==> config.mk <==
export PLATFORM = sky130hd
export DESIGN_NAME = scratchpad_crc_check_and_decode_flat
export DESIGN_NICKNAME = d
export VERILOG_FILES = /design/src/hdl/scd_pkg.sv /design/src/hdl/scd_if.sv /design/src/hdl/scd_in_stage.sv /design/src/hdl/scd_core.sv /design/src/hdl/scd_out_stage.sv /design/src/hdl/scratchpad_crc_check_and_decode.sv /design/src/flat_wrapper.sv
export SDC_FILE = /design/constraint.sdc
export NUM_CORES = 1
export LEC_CHECK = 0
export ABC_AREA = 1
export CORE_MARGIN = 2
export CORE_UTILIZATION = 67
export DETAILED_ROUTE_END_ITERATION = 10
export DONT_BUFFER_PORTS = 1
export PLACE_DENSITY = 0.88
export SYNTH_ARGS = -nofsm -noshare
export SYNTH_HDL_FRONTEND = slang
export SYNTH_SLANG_ARGS = --single-unit
export TNS_END_PERCENT = 30
==> constraint.sdc <==
create_clock -name i_clk -period 4.6 [get_ports i_clk]
set_clock_uncertainty 0.1 [all_clocks]
set_input_delay 0.23 -clock i_clk [delete_from_list [all_inputs] [get_ports i_clk]]
set_output_delay 0.23 -clock i_clk [all_outputs]
set_load 0.02 [all_outputs]
==> src/hdl/scd_pkg.sv <==
// shared types, constants and the crc-8 byte update for the scratchpad checker
`default_nettype none

package scd_pkg;

    localparam int BYTE_W       = 8;
    localparam int TEMP_W       = 16;
    localparam int RES_W        = 2;
    localparam int IDX_W        = 4;
    localparam int KEPT_COUNT   = 5;
    localparam int CRC_SPAN_DEF = 8;

    localparam logic [BYTE_W-1:0] CRC_POLY  = 8'h8C;
    localparam logic [BYTE_W-1:0] CRC_LSB   = 8'h01;
    localparam logic [BYTE_W-1:0] RES_MASK  = 8'h60;
    localparam int                RES_SHIFT = 5;
    localparam logic [RES_W-1:0]  RES_MAX   = 2'd3;

    // kept byte positions
    localparam int KB_TEMP_LSB = 0;
    localparam int KB_TEMP_MSB = 1;
    localparam int KB_HIGH     = 2;
    localparam int KB_LOW      = 3;
    localparam int KB_CONFIG   = 4;

    typedef struct packed {
        logic [BYTE_W-1:0] scratch_byte;
        logic              frame_start;
    } t_in_beat;

    typedef struct packed {
        logic                     crc_ok;
        logic [BYTE_W-1:0]        crc_value;
        logic signed [TEMP_W-1:0] temperature_q4;
        logic signed [BYTE_W-1:0] high_alarm;
        logic signed [BYTE_W-1:0] low_alarm;
        logic [BYTE_W-1:0]        config_byte;
        logic [RES_W-1:0]         resolution_code;
    } t_result;

    // reflected crc-8, lsb first, unrolled over the eight bits
    function automatic logic [BYTE_W-1:0] crc8_byte(input logic [BYTE_W-1:0] crc,
                                                    input logic [BYTE_W-1:0] data);
        logic [BYTE_W-1:0] c;
        c = crc ^ data;
        for (int k = 0; k < BYTE_W; k++) begin
            if ((c & CRC_LSB) != '0) begin
                c = (c >> 1) ^ CRC_POLY;
            end else begin
                c = c >> 1;
            end
        end
        return c;
    endfunction

endpackage

`default_nettype wire

==> src/hdl/scd_if.sv <==
// valid/ready channel interfaces for scratchpad bytes and decoded results
`default_nettype none

interface scd_in_if import scd_pkg::*; ();
    logic              valid;
    logic              ready;
    logic [BYTE_W-1:0] scratch_byte;
    logic              frame_start;

    modport source (output valid, output scratch_byte, output frame_start, input ready);
    modport sink   (input valid, input scratch_byte, input frame_start, output ready);
endinterface

interface scd_out_if import scd_pkg::*; ();
    logic                     valid;
    logic                     ready;
    logic                     crc_ok;
    logic [BYTE_W-1:0]        crc_value;
    logic signed [TEMP_W-1:0] temperature_q4;
    logic signed [BYTE_W-1:0] high_alarm;
    logic signed [BYTE_W-1:0] low_alarm;
    logic [BYTE_W-1:0]        config_byte;
    logic [RES_W-1:0]         resolution_code;

    modport source (output valid, output crc_ok, output crc_value, output temperature_q4,
                    output high_alarm, output low_alarm, output config_byte,
                    output resolution_code, input ready);
    modport sink   (input valid, input crc_ok, input crc_value, input temperature_q4,
                    input high_alarm, input low_alarm, input config_byte,
                    input resolution_code, output ready);
endinterface

`default_nettype wire

==> src/hdl/scd_in_stage.sv <==
// input register for scratchpad byte beats
`default_nettype none

module scd_in_stage import scd_pkg::*; (
    input  wire logic i_clk,
    input  wire logic i_rst_n,
    scd_in_if.sink    i_in,
    input  wire logic i_take,
    output t_in_beat  o_beat,
    output logic      o_valid
);

    logic     r_valid;
    t_in_beat r_beat;
    logic     w_accept;

    assign i_in.ready = !r_valid || i_take;
    assign w_accept   = i_in.valid && i_in.ready;

    always_ff @(posedge i_clk) begin
        if (!i_rst_n) begin
            r_valid <= 1'b0;
        end else if (w_accept) begin
            r_valid <= 1'b1;
        end else if (i_take) begin
            r_valid <= 1'b0;
        end
    end

    always_ff @(posedge i_clk) begin
        if (w_accept) begin
            r_beat.scratch_byte <= i_in.scratch_byte;
            r_beat.frame_start  <= i_in.frame_start;
        end
    end

    assign o_beat  = r_beat;
    assign o_valid = r_valid;

endmodule

`default_nettype wire

==> src/hdl/scd_core.sv <==
// frame tracking, running crc, kept bytes and result decode
`default_nettype none

module scd_core import scd_pkg::*; #(
    parameter int CRC_SPAN = CRC_SPAN_DEF
) (
    input  wire logic     i_clk,
    input  wire logic     i_rst_n,
    input  wire logic     i_valid,
    input  wire t_in_beat i_beat,
    input  wire logic     i_out_free,
    output logic          o_take,
    output logic          o_res_valid,
    output t_result       o_result
);

    logic [IDX_W-1:0]  r_byte_index, n_byte_index, w_idx;
    logic [BYTE_W-1:0] r_crc_acc, n_crc_acc, w_crc_base;
    logic [BYTE_W-1:0] r_kept [KEPT_COUNT];
    logic              w_last;
    logic [BYTE_W-1:0] w_cfg;
    logic [RES_W-1:0]  w_res;
    logic [TEMP_W-1:0] w_raw, w_mask;

    always_comb begin
        w_idx      = i_beat.frame_start ? '0 : r_byte_index;
        w_crc_base = i_beat.frame_start ? '0 : r_crc_acc;
        w_last     = w_idx >= IDX_W'(CRC_SPAN);
        if (w_last) begin
            n_crc_acc    = '0;
            n_byte_index = '0;
        end else begin
            n_crc_acc    = crc8_byte(w_crc_base, i_beat.scratch_byte);
            n_byte_index = w_idx + IDX_W'(1);
        end
    end

    assign o_take      = i_valid && (!w_last || i_out_free);
    assign o_res_valid = i_valid && w_last;

    always_ff @(posedge i_clk) begin
        if (!i_rst_n) begin
            r_crc_acc    <= '0;
            r_byte_index <= '0;
        end else if (o_take) begin
            r_crc_acc    <= n_crc_acc;
            r_byte_index <= n_byte_index;
        end
    end

    always_ff @(posedge i_clk) begin
        for (int k = 0; k < KEPT_COUNT; k++) begin
            if (o_take && !w_last && w_idx == IDX_W'(k)) begin
                r_kept[k] <= i_beat.scratch_byte;
            end
        end
    end

    // resolution decode and fraction masking
    always_comb begin
        w_cfg  = r_kept[KB_CONFIG];
        w_res  = RES_W'((w_cfg & RES_MASK) >> RES_SHIFT);
        w_raw  = {r_kept[KB_TEMP_MSB], r_kept[KB_TEMP_LSB]};
        w_mask = {TEMP_W{1'b1}} << (RES_MAX - w_res);

        o_result.crc_ok          = (r_crc_acc == i_beat.scratch_byte);
        o_result.crc_value       = r_crc_acc;
        o_result.temperature_q4  = w_raw & w_mask;
        o_result.high_alarm      = r_kept[KB_HIGH];
        o_result.low_alarm       = r_kept[KB_LOW];
        o_result.config_byte     = w_cfg;
        o_result.resolution_code = w_res;
    end

`ifndef ASSERT_OFF
    a_index_range: assert property (@(posedge i_clk) disable iff (!i_rst_n)
        r_byte_index <= IDX_W'(CRC_SPAN))
        else $error("byte index beyond crc byte position");

    a_wrap_after_result: assert property (@(posedge i_clk) disable iff (!i_rst_n)
        o_take && o_res_valid |=> r_byte_index == '0 && r_crc_acc == '0)
        else $error("frame state not cleared after result");

    a_start_restarts: assert property (@(posedge i_clk) disable iff (!i_rst_n)
        o_take && i_beat.frame_start |=> r_byte_index == IDX_W'(1))
        else $error("frame start did not restart the frame");

    a_no_result_on_start: assert property (@(posedge i_clk) disable iff (!i_rst_n)
        i_valid && i_beat.frame_start |-> !o_res_valid)
        else $error("result raised on a frame start beat");
`endif

endmodule

`default_nettype wire

==> src/hdl/scd_out_stage.sv <==
// result register driving the output channel
`default_nettype none

module scd_out_stage import scd_pkg::*; (
    input  wire logic    i_clk,
    input  wire logic    i_rst_n,
    input  wire logic    i_load,
    input  wire t_result i_result,
    output logic         o_free,
    scd_out_if.source    o_out
);

    logic    r_valid;
    t_result r_result;

    assign o_free = !r_valid || o_out.ready;

    always_ff @(posedge i_clk) begin
        if (!i_rst_n) begin
            r_valid <= 1'b0;
        end else if (i_load) begin
            r_valid <= 1'b1;
        end else if (o_out.ready) begin
            r_valid <= 1'b0;
        end
    end

    always_ff @(posedge i_clk) begin
        if (i_load) begin
            r_result <= i_result;
        end
    end

    assign o_out.valid           = r_valid;
    assign o_out.crc_ok          = r_result.crc_ok;
    assign o_out.crc_value       = r_result.crc_value;
    assign o_out.temperature_q4  = r_result.temperature_q4;
    assign o_out.high_alarm      = r_result.high_alarm;
    assign o_out.low_alarm       = r_result.low_alarm;
    assign o_out.config_byte     = r_result.config_byte;
    assign o_out.resolution_code = r_result.resolution_code;

endmodule

`default_nettype wire

==> src/hdl/scratchpad_crc_check_and_decode.sv <==
// top level: scratchpad crc check and temperature decode
//
//   channel  dir  beat                              when
//   i_in     in   scratch_byte, frame_start         every scratchpad byte
//   o_out    out  crc, temperature, alarms, config  once per crc byte
//
// one byte per cycle while the output is not stalled; a result is offered once
// its crc byte has passed the input register and then the result register
// the crc-8 update is an unrolled xor network feeding the running crc register
// reset clears frame position, running crc and both valid flags
// kept bytes are not reset; a stalled output holds only a crc byte in the input
// register, and the input with it; other bytes never wait on the output
`default_nettype none

module scratchpad_crc_check_and_decode import scd_pkg::*; #(
    parameter int CRC_SPAN = CRC_SPAN_DEF
) (
    input  wire logic i_clk,
    input  wire logic i_rst_n,
    scd_in_if.sink    i_in,
    scd_out_if.source o_out
);

    t_in_beat w_beat;
    t_result  w_result;
    logic     w_beat_valid;
    logic     w_take;
    logic     w_res_valid;
    logic     w_out_free;

    scd_in_stage u_in_stage (
        .i_clk   (i_clk),
        .i_rst_n (i_rst_n),
        .i_in    (i_in),
        .i_take  (w_take),
        .o_beat  (w_beat),
        .o_valid (w_beat_valid)
    );

    scd_core #(
        .CRC_SPAN (CRC_SPAN)
    ) u_core (
        .i_clk       (i_clk),
        .i_rst_n     (i_rst_n),
        .i_valid     (w_beat_valid),
        .i_beat      (w_beat),
        .i_out_free  (w_out_free),
        .o_take      (w_take),
        .o_res_valid (w_res_valid),
        .o_result    (w_result)
    );

    scd_out_stage u_out_stage (
        .i_clk    (i_clk),
        .i_rst_n  (i_rst_n),
        .i_load   (w_take && w_res_valid),
        .i_result (w_result),
        .o_free   (w_out_free),
        .o_out    (o_out)
    );

endmodule

`default_nettype wire
==> src/flat_wrapper.sv <==
// flat-port wrapper written by rule: the top's interface ports become plain ports
module scratchpad_crc_check_and_decode_flat import scd_pkg::*;
#(
    parameter int CRC_SPAN = CRC_SPAN_DEF
)
  (i_clk, i_rst_n, i_in_valid, i_in_scratch_byte, i_in_frame_start, i_in_ready, o_out_valid, o_out_crc_ok, o_out_crc_value, o_out_temperature_q4, o_out_high_alarm, o_out_low_alarm, o_out_config_byte, o_out_resolution_code, o_out_ready);
  scd_in_if i_in_i ();
  scd_out_if o_out_i ();
  input  wire logic i_clk;
  input  wire logic i_rst_n;
  input wire logic [$bits(i_in_i.valid)-1:0] i_in_valid;
  input wire logic [$bits(i_in_i.scratch_byte)-1:0] i_in_scratch_byte;
  input wire logic [$bits(i_in_i.frame_start)-1:0] i_in_frame_start;
  output wire logic [$bits(i_in_i.ready)-1:0] i_in_ready;
  output wire logic [$bits(o_out_i.valid)-1:0] o_out_valid;
  output wire logic [$bits(o_out_i.crc_ok)-1:0] o_out_crc_ok;
  output wire logic [$bits(o_out_i.crc_value)-1:0] o_out_crc_value;
  output wire logic [$bits(o_out_i.temperature_q4)-1:0] o_out_temperature_q4;
  output wire logic [$bits(o_out_i.high_alarm)-1:0] o_out_high_alarm;
  output wire logic [$bits(o_out_i.low_alarm)-1:0] o_out_low_alarm;
  output wire logic [$bits(o_out_i.config_byte)-1:0] o_out_config_byte;
  output wire logic [$bits(o_out_i.resolution_code)-1:0] o_out_resolution_code;
  input wire logic [$bits(o_out_i.ready)-1:0] o_out_ready;
  assign i_in_i.valid = i_in_valid;
  assign i_in_i.scratch_byte = i_in_scratch_byte;
  assign i_in_i.frame_start = i_in_frame_start;
  assign i_in_ready = i_in_i.ready;
  assign o_out_valid = o_out_i.valid;
  assign o_out_crc_ok = o_out_i.crc_ok;
  assign o_out_crc_value = o_out_i.crc_value;
  assign o_out_temperature_q4 = o_out_i.temperature_q4;
  assign o_out_high_alarm = o_out_i.high_alarm;
  assign o_out_low_alarm = o_out_i.low_alarm;
  assign o_out_config_byte = o_out_i.config_byte;
  assign o_out_resolution_code = o_out_i.resolution_code;
  assign o_out_i.ready = o_out_ready;
  scratchpad_crc_check_and_decode #(.CRC_SPAN(CRC_SPAN)) u_core (.i_clk(i_clk), .i_rst_n(i_rst_n), .i_in(i_in_i), .o_out(o_out_i));
endmodule
==> metrics, run 1 <==
Die Width=83.9 µm; first-pass GRT wire length=around 13,000 µm; Rel. slew slack=22.3%; Worst Max-Slew Pin Slew=between 1 and 1.5 ns; Pwr Density=~410 nW/µm²; vias per inst=5.72; die area=approximately 7000 µm²; H-tree levels=3; clk_lat worst skew=0.37 ns; CTS tree=yes; WHS Endpoint=u_core.u_out_stage.o_out.valid; I/O Buffers=0; total length of routed wires=7920 µm; Cell Area, Synth=4280 µm²; post-synth top area share=68.8%; DR DRC count=0; slowest cell delay on critical path=just over 0.9 ns; Synth cell types=32; P_sw=479 µW; worst path required time=~4.5 ns; crit path time final=2.58 ns; startpoint types=flip-flop; most frequent cells in the layout=edfxtp_1 (98), nand2_1 (84), inv_1 (21), nor2_1 (16); Mapped Avg Cell Area=about 13 µm²; top post-synthesis cells by area=edfxtp_1 (69%), nand2_1 (7.4%), dfxtp_1 (6.5%), inv_1 (1.9%), a21oi_1 (1.8%); VDD IR-drop max=between 200 and 300 µV; Comb pwr share=between 8 and 9%; clock power share=a little under a third; share of cells above drive strength 1=between 10% and 20%; Max Cap Violations=0; DRT antenna net count=0; drt wl/cell=18.9 µm; Tot GR Track Use=roughly 25%; hold path cells=3; crit path max-delay cell type=nor3_1; Gate Count Post-Synth=about 320; clock sinks=between 100 and 150; Reg2Reg Setup Slack=around 2.0 ns; area of the core=6280 µm²; Die Ht=83.9 µm; Net Sw Frac=24.9%; final hold vios=0; crit share post-route=between 50% and 60%; I/O Pins=66; hold slack=0.0283 ns; post-synthesis sequential area ratio=75.3%; DRT iter0 DRCs=177; status=finished, final reports clean; critical path peak fanout=14; clock-pin slew on the worst setup and hold paths=0.10 ns; Max Slew Vio Count=0; Fmax achieved=just under 0.4 GHz; internal power=1440 µW; Total Power=1920 µW; Post-CTS Setup Bufs=0; final setup vio count=0; ant diodes=0; vias in the first global route=2,352; Arr. time, crit path=2.47 ns; largest net degree at the start of global routing=51; initial antenna violation count=0; Flop pwr share=60.8%; kind of critical path=reg -> reg; Yosys reg bits=roughly 110; vias=about 2,400; cell row count=29; iteration count of the initial detailed-routing pass=8; Yosys warning count=0; Critical Path, Cell by Cell=inv_6, nand2_1, ha_1, inv_1, nor3_1; Starting Density=68.2%; HP Class=in -> reg; Root Buffer=clkbuf_8; HP Start=o_out_ready; cell taking the most area after synthesis=edfxtp_1; r2r startpoint=u_core.u_in_stage.o_beat[0]; FILL cells=370; CTS Buf Count=9; leakage power=about 0.0017 µW; Final #Nets=around 350; setup TNS=0 ns; Crit. End Element=flip-flop; maximum clock insertion buffer count=2; R2R Path End=u_core.u_core.r_kept[0][5]; Final GP Congestion=about 0.90; post-DP HPWL=5300 µm; Overflow after GRT=0; RSZ-0062 raised after global routing=no; CP startpoint=u_core.u_in_stage.o_beat[0]; synthesized net count=between 300 and 400; post-CTS sizing=0; Reg2Reg Depth=5; Area growth syn-to-layout=8.51%; most common cell after layout, fill and taps aside=edfxtp_1
cell usage after synthesis:
cell      instances
o21ai_1           2
buf_12            1
nand2_1          84
nor4_1            2
o21ai_0           2
nor3_1            1
xor2_2            1
dfxtp_1          14
inv_2             5
buf_4             2
edfxtp_1         98
nand3_4           1
and3_1            1
nand3_1          15
inv_1            22
nand3_2           5
nor2_2            2
nand2_4           1
ha_1              4
buf_6             1
nor2_4            1
nand2_2          11
inv_6             1
a21oi_1          15
xor2_1            3
or4_1             1
nor2_1           16
xnor2_1           3
o21a_1            1
buf_2             1
xnor2_2           1
clkbuf_1          1
stage by stage:
step | setup WS [ns] | instance area, µm² | cells | util [%]
floorplan | 2.29 | 4280 | 319 | -
global placement | 2.32 | 4330 | 391 | 68.9
global route | 1.91 | 4640 | 418 | 74.0
detailed placement | 2.09 | 4330 | 391 | 68.9
finish | 2.02 | 4640 | 418 | 74.0
CTS | 2.06 | 4640 | 418 | 74.0
flip-flops by register name, summed over array words and instances (netlist names):
register / flops
o_out_high_alarm: 8
o_out_low_alarm: 8
u_core.u_core.r_byte_index: 4
u_core.u_core.r_crc_acc: 8
u_core.u_core.r_kept: 40
u_core.u_in_stage.o_beat: 9
u_core.u_in_stage.o_valid: 1
u_core.u_out_stage.o_out.config_byte: 8
u_core.u_out_stage.o_out.crc_ok: 1
u_core.u_out_stage.o_out.crc_value: 8
u_core.u_out_stage.o_out.temperature_q4: 16
u_core.u_out_stage.o_out.valid: 1
worst max-delay path by stage:
stage                                             to  cells past startpoint
after global placement    u_core.u_core.r_kept[0][2]                      5
after global routing      u_core.u_core.r_kept[0][5]                      5
final                     u_core.u_core.r_kept[0][5]                      5
after CTS                 u_core.u_core.r_kept[0][2]                      5
after detailed placement  u_core.u_core.r_kept[0][0]                      5
after floorplan                  o_out_high_alarm[0]                      4
final cells by class:
cell class              instances  area (µm²)  area share (%)
clock buffers                   9         124            2.67
clock inverters                 7        81.3            1.75
multi-input cells             173         891            19.2
repair buffers                 12         118            2.53
well taps                      77        96.3            2.07
inverters                      28         110            2.37
flip-flops and latches        112        3220            69.4
critical path, delay by kind of cell (launching register included):
kind	cells	cell delay, ns
buf+inv	2	0.19
simple gates	2	1.11
flops	1	0.61
fa+ha+maj	1	0.18
cell families (layout without fill, tap and decap cells):
family	after synthesis	after routing	synth area share (%)
buffers and inverters	34	56	3.86
AO/OA/AOI/OAI	20	20	2.40
XOR/XNOR	8	8	1.99
AND/OR/NAND/NOR	141	141	15.3
adder cells (fa/ha/maj)	4	4	1.17
flip-flops	112	112	75.3
power by group through the flow:
stage,Combinational [µW],Clock [µW],Sequential [µW]
global route,191,627,1170
CTS,165,589,1170
detailed placement,155,0,1190
floorplan,134,0,1170
global placement,146,0,1190
finish,168,586,1170
metal layers:
metal | GRT usage [%] | vias to the layer above | part of all wire, %
met4 | 9.68 | 0 | 2.8
met3 | 7.42 | 17 | 7.0
met5 | 0 | - | 0
li1 | - | 1115 | -
met2 | 39.9 | 127 | 50
met1 | 31.2 | 1132 | 40
timing repair:
action,CTS,global route
hold buffers,11,0
endpoints found under the setup margin,0,0
endpoints found under the hold margin,12,0
No activity file was read; power rests on OpenSTA's default activity.
==> run 2: changes to the inputs <==
--- a/config.mk
+++ b/config.mk
@@ -7,10 +7,10 @@
 export LEC_CHECK = 0
 export ABC_AREA = 1
 export CORE_MARGIN = 2
-export CORE_UTILIZATION = 67
+export CORE_UTILIZATION = 56
 export DETAILED_ROUTE_END_ITERATION = 10
 export DONT_BUFFER_PORTS = 1
-export PLACE_DENSITY = 0.88
+export PLACE_DENSITY = 0.79
 export SYNTH_ARGS = -nofsm -noshare
 export SYNTH_HDL_FRONTEND = slang
 export SYNTH_SLANG_ARGS = --single-unit
==> constraint.sdc (replaced) <==
create_clock -name i_clk -period 2.34 [get_ports i_clk]
set_clock_uncertainty 0.1 [all_clocks]
set_input_delay 0.117 -clock i_clk [delete_from_list [all_inputs] [get_ports i_clk]]
set_output_delay 0.117 -clock i_clk [all_outputs]
set_load 0.02 [all_outputs]
==> run 2 against run 1 <==
Largest power group unchanged. Critical endpoint is now u_core.u_core.r_kept[4][2]. Count of clock-buffer cells in the layout unchanged. Utilization down 9.0 points. Clock power up 93%.
==> metrics, run 2 (synthesis results as in run 1) <==
clock-pin slew on the worst setup and hold paths=0.11 ns; critical path peak fanout=14; final setup vio count=0; Overflow after GRT=0; Rel. slew slack=a little over two thirds; DRT antenna net count=0; Comb pwr share=8.8%; Met1 Wirelength=2990 µm; DR DRC count=0; VDD IR-drop max=356 µV; I/O Pins=66; r2r startpoint=u_core.u_in_stage.o_beat[0]; most common cell after layout, fill and taps aside=edfxtp_1; Die Ht=91.4 µm; vias in the first global route=2,283; iteration count of the initial detailed-routing pass=4; drt wl/cell=16.4 µm; HP Class=in -> reg; Root Buffer=clkbuf_8; hold_buf cts=12; status=finished, final reports clean; I/O Buffers=0; final hold vios=0; highest metal used=met4; worst path required time=2.33 ns; Arr. time, crit path=~2.1 ns; crit path time final=roughly 2.1 ns; cell count after placement=422; CTS Buf Count=9; Worst Max-Slew Pin Slew=0.450 ns; leakage power=0.00177 µW; Tot GR Track Use=a little under a fifth; total length of routed wires=roughly 7400 µm; FILL cells=between 500 and 600; Area growth syn-to-layout=11.3%; number of flip-flops under the largest register name=40; Fmax achieved=0.474 GHz; slowest cell delay on critical path=0.64 ns; share of cells above drive strength 1=16.0%; RSZ-0062 raised after global routing=no; DRT iter0 DRCs=199; Net Sw Frac=between 20% and 30%; kind of critical path=reg -> reg; crit share post-route=90.1%; Reg with most FFs=u_core.u_core.r_kept; Pwr Density=788 nW/µm²; cell row count=31; Buf+Inv Stages, Crit Path=3; clk_lat worst skew=0.37 ns; Total Power=3750 µW; WHS Endpoint=u_core.u_in_stage.o_beat[0]; first-pass GRT wire length=11,700 µm; Final #Nets=363; most frequent cells in the layout=edfxtp_1 (98), nand2_1 (84), inv_1 (21), nor2_1 (16); final setup margin=0.231 ns; maximum clock insertion buffer count=2; internal power=2770 µW; final std cells w/o fill=450; post-DP HPWL=roughly 5200 µm; Flop pwr share=61.1%; pre-CTS WS=0.308 ns; H-tree levels=3; Crit. End Element=flip-flop; Die Width=91.4 µm; post-CTS sizing=0; clock sinks=112; startpoint types=flip-flop; die area=8360 µm²; Starting Density=58.4%; hold slack=0.256 ns; Reg2Reg Setup Slack=around 0.23 ns; CP startpoint=u_core.u_in_stage.o_beat[0]; Critical Path, Cell by Cell=inv_6, nand2_1, ha_1, inv_1, nor4_1, buf_4; setup TNS=0 ns; HP Start=i_in_frame_start; met3 wire len=between 500 and 600 µm; Post-CTS Setup Bufs=0; crit path max-delay cell type=edfxtp_1; ant diodes=0; largest net degree at the start of global routing=36; area of the core=7330 µm²; vias=approximately 2,400; vias per inst=5.24; met2 WL=~3800 µm; initial antenna violation count=0; hold path cells=1; Max Cap Violations=0; Top delay family on crit path=flip-flops; CTS tree=yes; clock power share=30.1%; Max Slew Vio Count=0; P_sw=982 µW; Final GP Congestion=0.861; R2R Path End=u_core.u_core.r_kept[4][2]; Reg2Reg Depth=6
-- run 2: power groups by stage --
stage,Clock (µW),Sequential [µW],Combinational (µW)
3_5_place_dp,0,2340,308
2_1_floorplan,0,2310,262
6_report,1130,2290,329
4_1_cts,1150,2290,326
5_1_grt,1240,2300,373
3_3_place_gp,0,2340,297
-- run 2: worst max-delay path by stage --
stage                     depth (start not counted)  slack [ns]                         end
final                                             6        0.23  u_core.u_core.r_kept[4][2]
after detailed placement                          6        0.31  u_core.u_core.r_kept[4][4]
after floorplan                                   4        0.03         o_out_high_alarm[0]
after global routing                              6        0.11  u_core.u_core.r_kept[4][2]
after global placement                            6        0.32  u_core.u_core.r_kept[4][4]
after CTS                                         6        0.23  u_core.u_core.r_kept[4][6]
-- run 2: metal layers --
metal  vias up  GRT usage, %
met5         -             0
met4         0          7.83
met3         7          5.06
met2        96          32.4
met1      1118          23.0
li1       1137             -
-- run 2: cell type report --
| class | count | area, µm² | share of cell area [%] |
|---|---|---|---|
| clock inverter | 7 | 81.3 | 1.71 |
| multi-input combinational | 173 | 891 | 18.7 |
| tap | 99 | 124 | 2.60 |
| inverter | 28 | 110 | 2.31 |
| timing repair buffer | 22 | 208 | 4.36 |
| sequential | 112 | 3220 | 67.7 |
| clock buffer | 9 | 124 | 2.60 |
-- run 2: metrics by stage --
step	util (%)	area (µm²)
after floorplan	-	4280
after global placement	60.5	4440
after detailed placement	60.5	4440
after CTS	64.9	4760
after global routing	64.9	4760
final	64.9	4760
